--- src/rtl/mtfdc_pkg.sv ---
`timescale 1ns / 1ps
// ---------------------------------------------------------------------------
// mtfdc_pkg
// Shared types and constants for the move-to-front distance coder.
// ---------------------------------------------------------------------------
package mtfdc_pkg;

	localparam int TABLE_DEPTH_DEF = 256;
	localparam int SYM_W           = 32;

	// controller -> datapath
	typedef struct packed {
		logic load;       // capture symbol, k = 0, carry = symbol
		logic scan;       // write carry at k
		logic advance;    // k++, carry = read data
		logic to_append;  // k++, carry = read data, then append
		logic append;     // write carry at k, count++
		logic hit;        // result = k, not new
		logic miss;       // result = -symbol, new
		logic emit;       // move result into output register
	} mtfdc_cmd_t;

	// datapath -> controller
	typedef struct packed {
		logic empty;
		logic match;
		logic last;
		logic full;
		logic out_busy;
	} mtfdc_sts_t;

endpackage

--- src/rtl/mtfdc_ctrl.sv ---
`timescale 1ns / 1ps
// ---------------------------------------------------------------------------
// mtfdc_ctrl
// Sequencer: accept, scan the recency list, append, hand off the result.
// ---------------------------------------------------------------------------
module mtfdc_ctrl
	import mtfdc_pkg::*;
(
	input  logic       clk,
	input  logic       arst_n,
	input  logic       in_valid,
	output logic       in_ready,
	input  logic       out_ready,
	input  mtfdc_sts_t sts,
	output mtfdc_cmd_t cmd
);

	typedef enum logic [4:0] {
		ST_IDLE   = 5'b00001,
		ST_LOAD   = 5'b00010,
		ST_SCAN   = 5'b00100,
		ST_APPEND = 5'b01000,
		ST_DONE   = 5'b10000
	} state_t;

	state_t state_q, state_d;

	always_ff @(posedge clk or negedge arst_n) begin
		if (!arst_n) begin
			state_q <= ST_IDLE;
		end else begin
			state_q <= state_d;
		end
	end

	always_comb begin
		cmd      = '0;
		state_d  = state_q;
		in_ready = 1'b0;
		case (state_q)
			ST_IDLE: begin
				in_ready = 1'b1;
				if (in_valid) begin
					cmd.load = 1'b1;
					state_d  = ST_LOAD;
				end
			end
			ST_LOAD: begin
				// entry 0 is being read this cycle
				if (sts.empty) begin
					cmd.miss = 1'b1;
					state_d  = ST_APPEND;
				end else begin
					state_d = ST_SCAN;
				end
			end
			ST_SCAN: begin
				cmd.scan = 1'b1;
				if (sts.match) begin
					cmd.hit = 1'b1;
					state_d = ST_DONE;
				end else if (sts.last) begin
					cmd.miss = 1'b1;
					if (sts.full) begin
						state_d = ST_DONE;   // back entry drops out
					end else begin
						cmd.to_append = 1'b1;
						state_d       = ST_APPEND;
					end
				end else begin
					cmd.advance = 1'b1;
				end
			end
			ST_APPEND: begin
				cmd.append = 1'b1;
				state_d    = ST_DONE;
			end
			ST_DONE: begin
				if (!sts.out_busy || out_ready) begin
					cmd.emit = 1'b1;
					state_d  = ST_IDLE;
				end
			end
			default: begin
				state_d = ST_IDLE;
			end
		endcase
	end

endmodule

--- config.mk ---
export PLATFORM = sky130hd
export DESIGN_NAME = mtfdc_ctrl
export DESIGN_NICKNAME = d
export VERILOG_FILES = /design/src/rtl/mtfdc_pkg.sv /design/src/rtl/mtfdc_ctrl.sv
export SDC_FILE = /design/constraint.sdc
export NUM_CORES = 1
export LEC_CHECK = 0
export BUFFER_PORTS_ARGS = -buffer_cell sky130_fd_sc_hd__buf_2
export CORE_AREA = 3 3 40 42
export CTS_CLUSTER_DIAMETER = 120
export CTS_CLUSTER_SIZE = 25
export DETAILED_ROUTE_END_ITERATION = 10
export DIE_AREA = 0 0 43 45
export MAX_ROUTING_LAYER = met4
export PLACE_DENSITY_LB_ADDON = 0.05
export REMOVE_ABC_BUFFERS = 1
export SLEW_MARGIN = 20
export SYNTH_ARGS = -nofsm -noshare
export SYNTH_HDL_FRONTEND = slang
export SYNTH_SLANG_ARGS = --single-unit
export TNS_END_PERCENT = 100
--- constraint.sdc ---
create_clock -name clk -period 2.6 [get_ports clk]
set_input_delay 0.65 -clock clk [delete_from_list [all_inputs] [get_ports clk]]
set_output_delay 0.65 -clock clk [all_outputs]
set_load 0.02 [all_outputs]
==> results.sh <==
export IMPL_path_max_fanout=8
export IMPL_routed_wl_um=937
export IMPL_wl_met3_um=69
export IMPL_setup_viol=0
export IMPL_netlist_instances=43
export IMPL_drt_first_iter_violations=5
export IMPL_synth_area_um2=360.3
export IMPL_power_net_switching_w=0.0001799
export IMPL_maxSlewViolCount=0
export IMPL_placementRows=13
export IMPL_setup_tns_ns=0
export IMPL_avgSynthCellArea_um2=8.380
export IMPL_largest_register="state_q"
export IMPL_synth_top_family_by_area="simple AND/OR/NAND/NOR gates"
export IMPL_fmax_mhz=394.4
export IMPL_num_vias=396
export IMPL_switching_share=0.4048
export IMPL_cap_violations=0
export IMPL_finalCriticalPeriod_ns=2.535
export IMPL_wl_per_cell_um=11.29
export IMPL_ctsHoldBuffers=0
export IMPL_final_common_cell="buf_2"
export IMPL_insertion_delay_ns=0.24
export IMPL_grt_pass1_vias=339
export IMPL_start_kind="flop"
export IMPL_ios=18
export IMPL_hold_ws_ns=0.2163
export IMPL_relSlewSlack=0.7567
export IMPL_grt_pass1_wl_um=1414
export IMPL_cts_tree="done"
export IMPL_gp_congestion=0.7819
export IMPL_worst_pin_slew_ns=0.3622
export IMPL_largest_reg_flops=5
export IMPL_m1WireLength_um=460
export IMPL_layout_drive_gt1_share=0.4853
export IMPL_synth_cell_types=23
export IMPL_die_x_um=43
export IMPL_cts_buffers=3
export IMPL_seqPwrFrac=0.305
export IMPL_leakagePower_nw=0.2778
export IMPL_root_buffer="clkbuf_4"
export IMPL_yosys_area_share_simple=0.4653
export IMPL_wl_met2_um=407
export IMPL_crit_arrival_ns=1.89
export IMPL_hold_viol_final=0
export IMPL_yosys_register_bits=5
export IMPL_period_share=0.9752
export IMPL_synth_compound_area_share=0.1493
export IMPL_cts_buffer_depth=2
export IMPL_setup_worst_path_class="reg -> out"
export IMPL_grt_usage=0.1016
export IMPL_yosysSeqAreaShare=0.3507
export IMPL_firstDrtPassIters=3
export IMPL_start_util=0.2804
export IMPL_synth_xor_area_frac=0.02431
export IMPL_clkSinkCount=5
export IMPL_core_um2=1285
export IMPL_dpl_hpwl_um=720.3
export IMPL_clock_power_share=0.195
export IMPL_path_clk_slew_ns=0.04
export IMPL_synthMuxAreaShare=0
export IMPL_ant_nets=0
export IMPL_grt_antenna_before_repair=0
export IMPL_synth_warnings=0
export IMPL_top_layer_used="met3"
export IMPL_required_ns=1.95
export IMPL_viasPerCell=4.771
export IMPL_combPwrFrac=0.499
export IMPL_gr_total_overflow=0
export IMPL_end_kind="output port"
export IMPL_synthAdderAreaFrac=0
export IMPL_portBuffers=17
export IMPL_grt_max_degree=9
export IMPL_p_int_w=0.0002646
export IMPL_antenna_cells=0
export IMPL_ir_drop_uv=373.7
export IMPL_final_cell_mix="buf_2, o21ai_0, buf_4, nor2_1, a21oi_1"
export IMPL_layout_nets=78
export IMPL_largestRegisters="state_q (5)"
export IMPL_dieHeight_um=45
export IMPL_outcome="complete, no violations"
export IMPL_fp_dieArea_um2=1935
export IMPL_area_growth_syn_to_layout_pct=45.49
export IMPL_drc=0
export IMPL_finClkSkew_ns=0.002661
export IMPL_hp_class="in -> async"
export IMPL_power_density_nw_per_um2=847.8
export IMPL_cts_max_level=1
[synthesized netlist by cell type (all sizes together)]
cell type,count,area [um^2]
or3,1,6.260
and3b,2,20.02
a21oi,4,20.02
nand4,1,6.260
xor2,1,8.760
or4,1,11.26
dfstp,1,26.28
nand3,2,10.01
nor3b,1,7.510
o21ai,6,33.78
or4b,1,13.76
dfrtp,4,100.1
nor3,2,10.01
nand4b,1,8.760
nor4bb,1,10.01
nor2,4,15.01
inv,1,3.750
or2,1,6.260
nand2,4,17.52
and2,3,18.77
nor2b,1,6.260
[routing by layer]
metal  vias up  global-route usage
li1        205                   -
met1       175              0.1244
met2        16              0.1497
met3         0             0.05578
met4         0             0.01807
met5         -                   -
[area by class of cell]
cell class | count | area [um^2]
Sequential cell | 5 | 127.6
Timing Repair Buffer | 21 | 117.6
Multi-Input combinational cell | 37 | 230.2
Fill cell | 139 | 760.7
Inverter | 1 | 3.754
Tap cell | 15 | 18.77
Clock buffer | 4 | 26.28
[worst max-delay path: stages, from the launching register on]
cell and delay [ns]:
dfstp_2 0.40, or4b_4 0.54, or4_4 0.52, inv_1 0.07, buf_4 0.13
[stage by stage]
stage | area [um^2] | setup slack (ns) | util | power (W) | std cells
finish | 524.3 | 0.06460 | 0.4080 | 0.0004445 | 83
global route | 524.3 | -0.007075 | 0.4080 | 0.0004858 | 83
CTS | 499.2 | 0.006018 | 0.3885 | 0.0004453 | 80
detailed placement | 471.7 | 0.2703 | 0.3671 | 0.0003516 | 76
global placement | 471.7 | 0.2807 | 0.3671 | 0.0003587 | 76
floorplan | 360.3 | -0.01872 | - | 0.0002833 | 43
[cell families after synthesis]
logic type                Yosys count
and+or+nand+nor                    26
buffers and inverters               1
xor gates and xnor gates            1
DFF                                 5
AOI/OAI and AO/OA                  10
[power by group through the flow]
stage	Clock [W]	Combinational (W)	Sequential, W
2_1_floorplan	0	0.000148	0.000135
3_3_place_gp	0	0.000220	0.000139
3_5_place_dp	0	0.000215	0.000137
4_1_cts	0.0000924	0.000216	0.000137
5_1_grt	0.0000977	0.000249	0.000139
6_report	0.0000868	0.000222	0.000136
[worst paths after layout]
path / from / to / slack, ns / depth (start not counted)
setup / recovery: state_q[0]$_DFFE_PN1P_ / cmd[5] / 0.06 / 4
hold / removal: arst_n / state_q[3]$_DFFE_PN0P_ / 0.22 / 1
setup reg to reg: state_q[0]$_DFFE_PN1P_ / state_q[4]$_DFFE_PN0P_ / 0.77 / 5
hold reg to reg: state_q[4]$_DFFE_PN0P_ / state_q[0]$_DFFE_PN1P_ / 0.67 / 2
max in group asynchronous: arst_n / state_q[0]$_DFFE_PN1P_ / 2.17 / 1
min in group clk: in_valid / state_q[1]$_DFFE_PN0P_ / 0.65 / 2
[what timing repair did]
item                                    CTS  global route
endpoints found under the setup margin    1             2
gates resized for setup                   1             1
pin swaps                                 0             2
setup buffers                             0             3
Note: power is estimated with default switching activity, not from simulation.
